[src/rtl/core/tsm_pkg.sv]
`default_nettype none
// ----------------------------------------------------------------------------
// tsm_pkg
// Shared constants and codes for the two-stack shared-memory block.
// ----------------------------------------------------------------------------
package tsm_pkg;

	localparam int DATA_W        = 32;
	localparam int CAP_W         = 6;
	localparam int STORE_DEPTH_D = 32;

	localparam logic [CAP_W-1:0] CAP_RESET = 6'd32;

	localparam logic [1:0] REQ_PUSH = 2'd0;
	localparam logic [1:0] REQ_POP  = 2'd1;
	localparam logic [1:0] REQ_PEEK = 2'd2;

	localparam logic [1:0] ST_OK    = 2'd0;
	localparam logic [1:0] ST_FULL  = 2'd1;
	localparam logic [1:0] ST_EMPTY = 2'd2;

endpackage
`default_nettype wire

[src/rtl/core/tsm_ram.sv]
`default_nettype none
// ----------------------------------------------------------------------------
// tsm_ram
// Generic single-clock RAM, one write port, one read port, registered read.
// ----------------------------------------------------------------------------
module tsm_ram #(
	parameter int WIDTH = 32,
	parameter int DEPTH = 32
) (
	input  wire logic                     clk,
	input  wire logic                     we,
	input  wire logic [$clog2(DEPTH)-1:0] waddr,
	input  wire logic [WIDTH-1:0]         wdata,
	input  wire logic                     re,
	input  wire logic [$clog2(DEPTH)-1:0] raddr,
	output logic      [WIDTH-1:0]         rdata
);

	logic [WIDTH-1:0] mem_q [DEPTH];

	always_ff @(posedge clk) begin
		if (we) begin
			mem_q[waddr] <= wdata;
		end
		if (re) begin
			rdata <= mem_q[raddr];
		end
	end

endmodule
`default_nettype wire

[src/rtl/core/two_stacks_shared_memory.sv]
`default_nettype none
// ----------------------------------------------------------------------------
// two_stacks_shared_memory
// Two LIFO stacks of signed 32-bit words sharing one RAM.
// ----------------------------------------------------------------------------
// Usage:
//  - Requests enter on the s_axis channel: tuser carries the operation and the
//    stack select, tdata the word to push. Stack one grows up from entry 0,
//    stack two grows down from the top of the capacity in use.
//  - Every request yields exactly one result on the m_axis channel: the popped
//    or peeked word, a status code in tuser and both stack sizes after it.
//  - The result is registered and appears in the cycle after the input transfer;
//    one request per cycle is sustained while the receiver takes results. Each
//    request does one write or one read on the single RAM port pair, issued at
//    the input transfer, with the read data landing in the RAM output register.
//  - When the receiver stalls, the result holds in the output stage and
//    s_axis_tready drops until it is taken.
//  - cfg_we writes the capacity and empties both stacks; write it only while
//    no result is outstanding.
//  - Reset clears both sizes, sets the capacity to 32 and drops any pending
//    result. RAM contents are not cleared.
// ----------------------------------------------------------------------------
module two_stacks_shared_memory #(
	parameter int STORE_DEPTH = tsm_pkg::STORE_DEPTH_D
) (
	input  wire logic                       clk,
	input  wire logic                       arst_n,
	// configuration
	input  wire logic                       cfg_we,
	input  wire logic [tsm_pkg::CAP_W-1:0]  cfg_wdata,     // capacity_in_use
	// requests
	input  wire logic                       s_axis_tvalid,
	output logic                            s_axis_tready,
	input  wire logic [31:0]                s_axis_tdata,  // [31:0] push_data
	input  wire logic [2:0]                 s_axis_tuser,  // [1:0] req_type, [2] stack_sel
	// results
	output logic                            m_axis_tvalid,
	input  wire logic                       m_axis_tready,
	output logic      [47:0]                m_axis_tdata,  // [31:0] read_data,
	                                                       // [37:32] size_one,
	                                                       // [43:38] size_two, pad
	output logic      [1:0]                 m_axis_tuser   // [1:0] status
);

	localparam int AW = $clog2(STORE_DEPTH);
	localparam int IW = (AW > tsm_pkg::CAP_W) ? AW : tsm_pkg::CAP_W;
	localparam int CW = tsm_pkg::CAP_W;

	logic [CW-1:0] cap_q;
	logic [CW-1:0] count_one_q;
	logic [CW-1:0] count_two_q;

	logic          valid_s1;
	logic          rd_s1;
	logic [1:0]    status_s1;

	logic [CW-1:0] cap_eff;
	logic          accept;
	logic [1:0]    req_type;
	logic          stack_sel;
	logic [CW:0]   count_sum;
	logic [CW-1:0] idx;
	logic [IW-1:0] idx_w;
	logic [AW-1:0] addr;
	logic          ram_we;
	logic          ram_re;
	logic [1:0]    status_nxt;
	logic [CW-1:0] count_one_nxt;
	logic [CW-1:0] count_two_nxt;
	logic [tsm_pkg::DATA_W-1:0] ram_rdata;

	assign req_type  = s_axis_tuser[1:0];
	assign stack_sel = s_axis_tuser[2];

	assign s_axis_tready = !valid_s1 || m_axis_tready;
	assign accept        = s_axis_tvalid && s_axis_tready;

	// a capacity above the store is clamped to the store
	always_comb begin
		if (32'(cap_q) > STORE_DEPTH) begin
			cap_eff = CW'(STORE_DEPTH);
		end else begin
			cap_eff = cap_q;
		end
	end

	assign count_sum = {1'b0, count_one_q} + {1'b0, count_two_q};

	always_comb begin
		status_nxt    = tsm_pkg::ST_OK;
		count_one_nxt = count_one_q;
		count_two_nxt = count_two_q;
		ram_we        = 1'b0;
		ram_re        = 1'b0;
		idx           = '0;
		unique case (req_type)
			tsm_pkg::REQ_PUSH: begin
				if (count_sum >= {1'b0, cap_eff}) begin
					status_nxt = tsm_pkg::ST_FULL;
				end else if (!stack_sel) begin
					idx           = count_one_q;
					ram_we        = accept;
					count_one_nxt = count_one_q + 1'b1;
				end else begin
					idx           = cap_eff - count_two_q - 1'b1;
					ram_we        = accept;
					count_two_nxt = count_two_q + 1'b1;
				end
			end
			tsm_pkg::REQ_POP, tsm_pkg::REQ_PEEK: begin
				if ((stack_sel ? count_two_q : count_one_q) == '0) begin
					status_nxt = tsm_pkg::ST_EMPTY;
				end else begin
					idx    = stack_sel ? (cap_eff - count_two_q) : (count_one_q - 1'b1);
					ram_re = accept;
					if (req_type == tsm_pkg::REQ_POP) begin
						if (stack_sel) begin
							count_two_nxt = count_two_q - 1'b1;
						end else begin
							count_one_nxt = count_one_q - 1'b1;
						end
					end
				end
			end
			default: begin
				// unused code: no change, plain answer
			end
		endcase
	end

	assign idx_w = IW'(idx);
	assign addr  = idx_w[AW-1:0];

	tsm_ram #(
		.WIDTH(tsm_pkg::DATA_W),
		.DEPTH(STORE_DEPTH)
	) u_ram (
		.clk  (clk),
		.we   (ram_we),
		.waddr(addr),
		.wdata(s_axis_tdata),
		.re   (ram_re),
		.raddr(addr),
		.rdata(ram_rdata)
	);

	always_ff @(posedge clk or negedge arst_n) begin
		if (!arst_n) begin
			cap_q       <= tsm_pkg::CAP_RESET;
			count_one_q <= '0;
			count_two_q <= '0;
			valid_s1    <= 1'b0;
		end else begin
			if (cfg_we) begin
				// new capacity empties both stacks
				cap_q       <= cfg_wdata;
				count_one_q <= '0;
				count_two_q <= '0;
			end else if (accept) begin
				count_one_q <= count_one_nxt;
				count_two_q <= count_two_nxt;
			end
			if (accept) begin
				valid_s1 <= 1'b1;
			end else if (m_axis_tready) begin
				valid_s1 <= 1'b0;
			end
		end
	end

	always_ff @(posedge clk) begin
		if (accept) begin
			rd_s1     <= ram_re;
			status_s1 <= status_nxt;
		end
	end

	// sizes after the request are the live counters until the next transfer
	assign m_axis_tvalid = valid_s1;
	assign m_axis_tuser  = status_s1;
	assign m_axis_tdata  = {4'b0, count_two_q, count_one_q,
	                        (rd_s1 ? ram_rdata : {tsm_pkg::DATA_W{1'b0}})};

`ifndef SYNTHESIS
	a_sum_within_cap: assert property (@(posedge clk) disable iff (!arst_n)
		count_sum <= {1'b0, cap_eff})
		else $error("stack sizes exceed capacity");

	a_full_means_full: assert property (@(posedge clk) disable iff (!arst_n)
		(valid_s1 && status_s1 == tsm_pkg::ST_FULL) |-> (count_sum == {1'b0, cap_eff}))
		else $error("push refused while space left");

	a_pop_one_dec: assert property (@(posedge clk) disable iff (!arst_n)
		(accept && !cfg_we && req_type == tsm_pkg::REQ_POP && !stack_sel
		 && count_one_q != '0)
		|=> (count_one_q == $past(count_one_q) - 1'b1))
		else $error("pop did not shrink stack one");

	a_read_only_ok: assert property (@(posedge clk) disable iff (!arst_n)
		(valid_s1 && rd_s1) |-> (status_s1 == tsm_pkg::ST_OK))
		else $error("read data returned with error status");
`endif

endmodule
`default_nettype wire

[config.mk]
export PLATFORM = sky130hd
export DESIGN_NAME = two_stacks_shared_memory
export DESIGN_NICKNAME = d
export VERILOG_FILES = /design/src/rtl/core/tsm_pkg.sv /design/src/rtl/core/tsm_ram.sv /design/src/rtl/core/two_stacks_shared_memory.sv
export SDC_FILE = /design/constraint.sdc
export NUM_CORES = 1
export LEC_CHECK = 0
export BUFFER_PORTS_ARGS = -buffer_cell sky130_fd_sc_hd__buf_2
export CORE_MARGIN = 4
export CORE_UTILIZATION = 30
export CTS_CLUSTER_DIAMETER = 120
export CTS_CLUSTER_SIZE = 24
export DETAILED_ROUTE_END_ITERATION = 8
export HOLD_SLACK_MARGIN = 0.06
export SYNTH_ARGS = -nofsm -noshare
export SYNTH_HDL_FRONTEND = slang
export SYNTH_HIERARCHICAL = 1
export SYNTH_SLANG_ARGS = --single-unit
[constraint.sdc]
create_clock -name clk -period 7.38 [get_ports clk]
set_input_delay 0 -clock clk [delete_from_list [all_inputs] [get_ports clk]]
set_output_delay 0 -clock clk [all_outputs]
set_load 0.05 [all_outputs]
* After elaboration in Yosys (flattened, before gate mapping)
Memory sizes are Yosys's and may differ from the RTL's. A register that Yosys moved wholly into a read port is not among the register bits.
Index checks and enable logic that the tools add are counted.
W data, S select, Z words.
** Storage, ports and cells
- Word-level logic and storage cells :: 71
- Memories kept :: 1
- Bits in writable memories :: 1024
- Bits in registers :: 22
- Output and inout port bits :: 52
- Input port bits :: 46
** Operators by class
- Reductions and logical operators :: 11
- Multiplexer cells :: 35
- Equal/unequal tests :: 9
- Add/subtract/negate cells :: 7
- $lt $le $gt $ge :: 2
** Memory list
- u_ram.mem_q :: depth 32, width 32, read ports 1, clocked after memory_dff 1, write ports 1, RTL line tsm_ram.sv:19 : logic [WIDTH-1:0] mem_q [DEPTH];
** Operators with widths (count)
- $mux W6 :: 16
- $mux W32 :: 1
- $pmux W6 S2 :: 2
- $ne A3 B3 Y1 const B :: 7
- $mux W5 :: 4
- $reduce_and A7 Y1 :: 2
- $add A6 B1 Y6 const B :: 2
- $sub A6 B1 Y6 const B :: 2
- $pmux W5 S2 :: 1
- $mux W1 :: 9
- $add A6 B6 Y7 :: 1
- $ge A7 B6 Y1 :: 1
- $gt A6 B6 Y1 const B :: 1
- $logic_not A6 Y1 :: 1
- $sub A5 B1 Y5 const B :: 1
- $sub A5 B5 Y5 :: 1
- $pmux W2 S2 :: 1
- $reduce_bool A2 Y1 :: 2
- $reduce_bool A3 Y1 :: 1
- $eq A2 B1 Y1 const B :: 1
- $eq A2 B2 Y1 const B :: 1
- $logic_not A2 Y1 :: 1
- $mux W2 :: 1
- $reduce_or A2 Y1 :: 1
- other kinds (3) :: 3

* Longest topological paths before layout
- Depth after elaboration :: 7
- Depth in mapped cells :: 22
- Mapped depth without buffers :: 19

* Cells and area by module
The synthesis kept the hierarchy.
** By module, submodules not included
- tsm_ram :: area an instance 40805.4 um2, times used 1, cells each 2260, seq. area each 31710.4 um2
- two_stacks_shared_memory :: area an instance 2457.4 um2, times used 1, cells each 290, seq. area each 566.8 um2

* Worst setup path after synthesis
No wires, ideal clock.
- Kind :: reg-to-reg
- Start point :: register count_one_q[1]
- End point :: memory u_ram.mem_q[19][0] (enable)
- Slack :: 1.129 ns
- Arrival time :: 5.830 ns
- Period minus slack after synthesis :: 6.251 ns
- Setup time :: 0.421 ns
- Required time :: 6.959 ns
- Path buffers :: 0
- Cell stages (with the launch flop) :: 16
- Cells stage by stage :: dfrtp_1 inv_1 fa_1 nand2b_1 nand2b_1 a21oi_1 xnor2_1 ha_1 a21o_1 a21oi_1 o21ai_0 or2_2 o211a_1 nor4_1 or3b_2 nor2_1
** On the way
- Elaborated cells between the ends (all ways) :: 14
- Classes of those cells :: 2 x add/sub; 1 x order compare; 10 x mux; 1 x reduce/logical
** RTL lines
- start, declared :: RTL line two_stacks_shared_memory.sv:50 : logic [CW-1:0] count_one_q;
- start signal, assigned :: RTL line two_stacks_shared_memory.sv:160 : count_one_q <= count_one_nxt;
- $add A6 B6 Y7 (tied with other cells) :: RTL line two_stacks_shared_memory.sv:87 : assign count_sum = {1'b0, count_one_q} + {1'b0, count_two_q};
- $ge A7 B6 Y1 (tied with other cells) :: RTL line two_stacks_shared_memory.sv:98 : if (count_sum >= {1'b0, cap_eff}) begin
- $mux W5 (on tied branches) :: RTL line two_stacks_shared_memory.sv:98, two_stacks_shared_memory.sv:111
- $pmux W5 S2 (*) :: RTL line two_stacks_shared_memory.sv:96 : unique case (req_type)
- named net idx[4] :: RTL line two_stacks_shared_memory.sv:62 : logic [CW-1:0] idx;
- end, declared :: RTL line tsm_ram.sv:19
Mark *: on every way through the listed nets, which the timed path passes. The rest lies on a longest branch.

* Worst setup path in the final report
- Start point :: register count_one_q[0]
- End point :: register u_ram.rdata[3] (read register of u_ram.mem_q) (data pin)
** On the way
- Longest elaborated chain between the ends :: 4
- Elaborated cells between the ends (all ways) :: 12
- Classes of those cells :: 2 x add/sub; 1 x order compare; 8 x mux; 1 x reduce/logical
** RTL lines
- $add A6 B6 Y7 (tied with other cells) :: RTL line two_stacks_shared_memory.sv:87
- $ge A7 B6 Y1 (tied with other cells) :: RTL line two_stacks_shared_memory.sv:98
- $mux W5 (on tied branches) :: RTL line two_stacks_shared_memory.sv:98, two_stacks_shared_memory.sv:111
- $pmux W5 S2 (*) :: RTL line two_stacks_shared_memory.sv:96
- named net idx[0] :: RTL line two_stacks_shared_memory.sv:62
- end, declared :: RTL line tsm_ram.sv:16 : output logic [WIDTH-1:0] rdata
Marks and branches as above.
A chain may end at the register's enable or synchronous reset.

==> summary.md <==
| Metric | Value |
|---|---|
| P_sw | 2.62 mW |
| Die Height | 388 µm |
| RSZ-0062 raised after global routing | no |
| Core Rows | 139 |
| Post-synthesis simple-gate area fraction | 0.0443 |
| Initial antenna violation count | 11 |
| Final setup violation count | 0 |
| Max Slew Vio Count | 0 |
| Wire per inst | 24.1 µm |
| Via count | 23149 |
| Fin crit share | 0.816 |
| Period minus WS final | 6.03 ns |
| Post-synth EDFFs | 1059 |
| Switching part of the total power | 0.237 |
| IO Port Bufs | 93 |
| Clock share of power | 0.281 |
| CTS sink cnt | 1078 |
| Register bit total from synthesis | 1078 |
| Worst-margin pin slew | 1.14 ns |
| Mapped Cells | 2550 |
| First-pass GRT wire length | 160 mm |
| Achievable clock frequency | 166 MHz |
| Starting DRT DRC Count | 1978 |
| Largest net degree at the start of global routing | 144 |
| Synth Area in Adders | 0.00839 |
| Drt first pass iters | 5 |
| XOR/XNOR Fraction of Synth Area | 0.00304 |
| Compound-Gate Fraction of Synth Area | 0.0552 |
| Maximum vdd drop | 0.218 mV |
| Worst Path Arrival | 6.41 ns |
| Share of layout cells above drive strength 1 | 0.108 |
| Fraction of power consumed by sequential logic | 0.612 |
| CTS tree | yes |
| DRT antenna net count | 0 |
| Syn Area/Cell | 17.0 µm² |
| Synth Warn # | 6 |
| Initial Util | 0.302 |
| Post-Syn Area | 0.0433 mm² |
| Crit-path leading delay family | buffers and inverters |
| Vias in the first global route | 22553 |
| Netlist cell types | 66 |
| Core Box Area | 0.143 mm² |
| Final setup TNS | 0 ns |
| GP Congestion | 0.780 |
| Final Core Density | 0.336 |
| Worst Setup End Kind | register |
| Root Buffer | clkbuf_16 |
| H-tree depth | 2 |
| Status | complete, no violations |
| CTS max path bufs | 3 |
| Skew-Pair Late Insertion Delay | 0.69 ns |
| Fin nets | 2758 |
| Crit path largest cell delay | 0.74 ns |
| Sequential share of the synthesized area | 0.746 |
| Vias per cell | 5.04 |
| Max Fanout on Critical Path | 143 |
| CP max-delay cell | buf_12 |
| GRT overflow | 0 |
| DRC | 0 |
| Final Hold Viols | 0 |
| GRT Total Usage | 0.142 |
| Gate power share | 0.107 |
| Crit start category | register |
| Total Die Area | 0.150 mm² |
| Clock transition at path regs | 0.09 ns |
| Multiplexer share of the synthesized area | 0.121 |
| Leak Pwr | 14.8 nW |
| CP bufs+invs | 3 |
| Post-synth top flop | edfxtp_1 |
| Clock skew | 0.0552 ns |
| Max-cap violations | 0 |
| Area grow syn2layout | 11.5% |
| Int Power | 8.44 mW |
| Asr flop ratio synth | 0.0176 |
| PD cells | 229 mW/mm² |
| Worst hold path type | in2reg |
| Critical path cell sequence | ha_1 > inv_1 > fa_1 > nand2b_1 > nand2b_1 > a21oi_1 > xnor2_1 > ha_1 > a21o_1 > a21oi_1 > o21ai_0 > nor3_1 > mux2i_1 > nor2_4 > buf_12 > buf_12 > mux2i_1 > a22o_1 > nor3_1 > a31oi_1 > nand3_1 |
| Post-CTS sizing | 0 |
| Combinational family with the most area after synthesis | multiplexers |
| WL final | 111 mm |
| Detailed placement HPWL | 60.0 mm |
| Crit Path Category | reg2reg |
| Inserted Clock Buffers | 51 |
| Critical path required time | 7.76 ns |
| Slew HR | 0.239 |
| Io pins | 98 |
| Die width | 388 µm |
==> timing repair <==
item / in CTS / in global routing
hold endpoints to repair: 1067 / 0
hold buffers: 54 / 0
setup buffers: 0 / 0
endpoints found under the setup margin: 0 / 0
==> metal layers <==
metal	track usage	up-vias	part of all wire
met4	0.0257	6	0.015
met2	0.245	720	0.50
li1	-	10210	-
met1	0.193	12108	0.43
met3	0.0186	105	0.057
met5	0	-	0.00031
==> sequential cells by signal, summed over array words and instances, names as in the netlist <==
name           flops
count_one_q        6
u_ram/mem_q     1024
m_axis_tvalid      1
m_axis_tuser       2
rd_s1              1
u_ram/rdata       32
cap_q              6
count_two_q        6
==> synthesized netlist by cell type (6+ instances only) <==
cell type | n | area, µm²
edfxtp_1 | 1059 | 31800
mux2i_1 | 515 | 5150
a21oi_1 | 117 | 586
nand2_1 | 111 | 417
nand3_1 | 104 | 521
a22oi_1 | 96 | 721
a22o_1 | 64 | 561
clkbuf_1 | 52 | 195
nor2_1 | 50 | 188
buf_4 | 39 | 293
nor3_1 | 36 | 180
a31oi_1 | 34 | 213
and2_1 | 34 | 213
buf_2 | 26 | 130
ha_1 | 25 | 313
inv_1 | 24 | 90.1
buf_6 | 19 | 214
dfrtp_1 | 18 | 450
xnor2_1 | 13 | 114
nand2b_1 | 8 | 50.1
o21ai_0 | 7 | 35.0
o21ai_1 | 6 | 30.0
==> cell families (layout without fill, tap and decap cells) <==
kind of cell             after synthesis  in the layout
buffers and inverters                167            303
XOR/XNOR                              15             15
AND/OR/NAND/NOR                      387            387
flip-flops                          1078           1078
adder cells (fa/ha/maj)               28             28
AO/OA/AOI/OAI                        353            353
multiplexers                         521            521
other                                  1              8
==> metrics by stage <==
step	std cells	hold WS, ns	setup slack (ns)	cell area (µm²)	total power, mW
after detailed placement	4481	-0.0181	1.37	46300	8.07
final	4596	0.122	1.35	48200	11.1
after global routing	4592	0.108	1.04	48200	11.4
after CTS	4592	0.0835	1.36	48200	11.1
after global placement	4481	-0.00580	1.43	46300	8.06
after floorplan	2553	-0.296	1.13	43300	7.67
==> final cells by class <==
type / count / area, µm²
Sequential cell: 1078 / 32300
Fill cell: 13582 / 95200
Antenna cell: 4 / 10.0
Inverter: 24 / 90.1
Clock buffer: 51 / 1280
Timing Repair Buffer: 222 / 1740
Clock inverter: 6 / 124
Multi-Input combinational cell: 1308 / 10300
Tap cell: 1903 / 2380
==> cells in the final DEF (no fill, tap or decap), types with 6 or more instances in the layout <==
master / Yosys / final
nand2b_1: 8 / 6
buf_4: 39 / 61
nor3_1: 36 / 36
nor2_1: 50 / 15
inv_1: 24 / 24
dfrtp_1: 18 / 18
a31oi_1: 34 / 34
buf_12: 0 / 14
xnor2_1: 13 / 13
edfxtp_1: 1059 / 1059
o21ai_0: 7 / 7
mux2i_1: 515 / 515
nand3_1: 104 / 104
nand2_1: 111 / 110
ha_1: 25 / 25
a21oi_1: 117 / 117
dlygate4sd3_1: 0 / 54
and2_1: 34 / 33
o21ai_1: 6 / 6
nor2_4: 0 / 35
clkbuf_16: 0 / 51
a22o_1: 64 / 64
a22oi_1: 96 / 96
buf_2: 26 / 93
==> final timing paths <==
path                                 start              end  slack [ns]  cells past startpoint
max                         count_one_q[0]   u_ram/rdata[3]        1.35                     21
min                        s_axis_tuser[0]  m_axis_tuser[0]        0.12                      3
max reg2reg                 count_one_q[0]   u_ram/rdata[3]        1.35                     21
min reg2reg                 count_two_q[0]   count_two_q[0]        0.67                      2
max in group asynchronous           arst_n   count_one_q[4]        5.67                      4
min in group asynchronous           arst_n         cap_q[5]        0.40                      3
==> power by group through the flow <==
stage	logic [mW]	clock network, mW	registers, mW
global placement	1.15	0	6.91
floorplan	0.757	0	6.91
global route	1.27	3.40	6.77
CTS	1.19	3.19	6.77
detailed placement	1.16	0	6.91
finish	1.18	3.11	6.77
==> worst register-to-register path: cells and delay by family, from the launching register on <==
kind | cells | cell delay [ns]
compound gates | 6 | 1.04
buf+inv | 3 | 1.38
mux | 2 | 0.68
simple gates | 6 | 1.03
xor+xnor | 1 | 0.13
fa+ha+maj | 3 | 0.93
flops | 1 | 0.56
No activity file was read; power rests on OpenSTA's default activity.
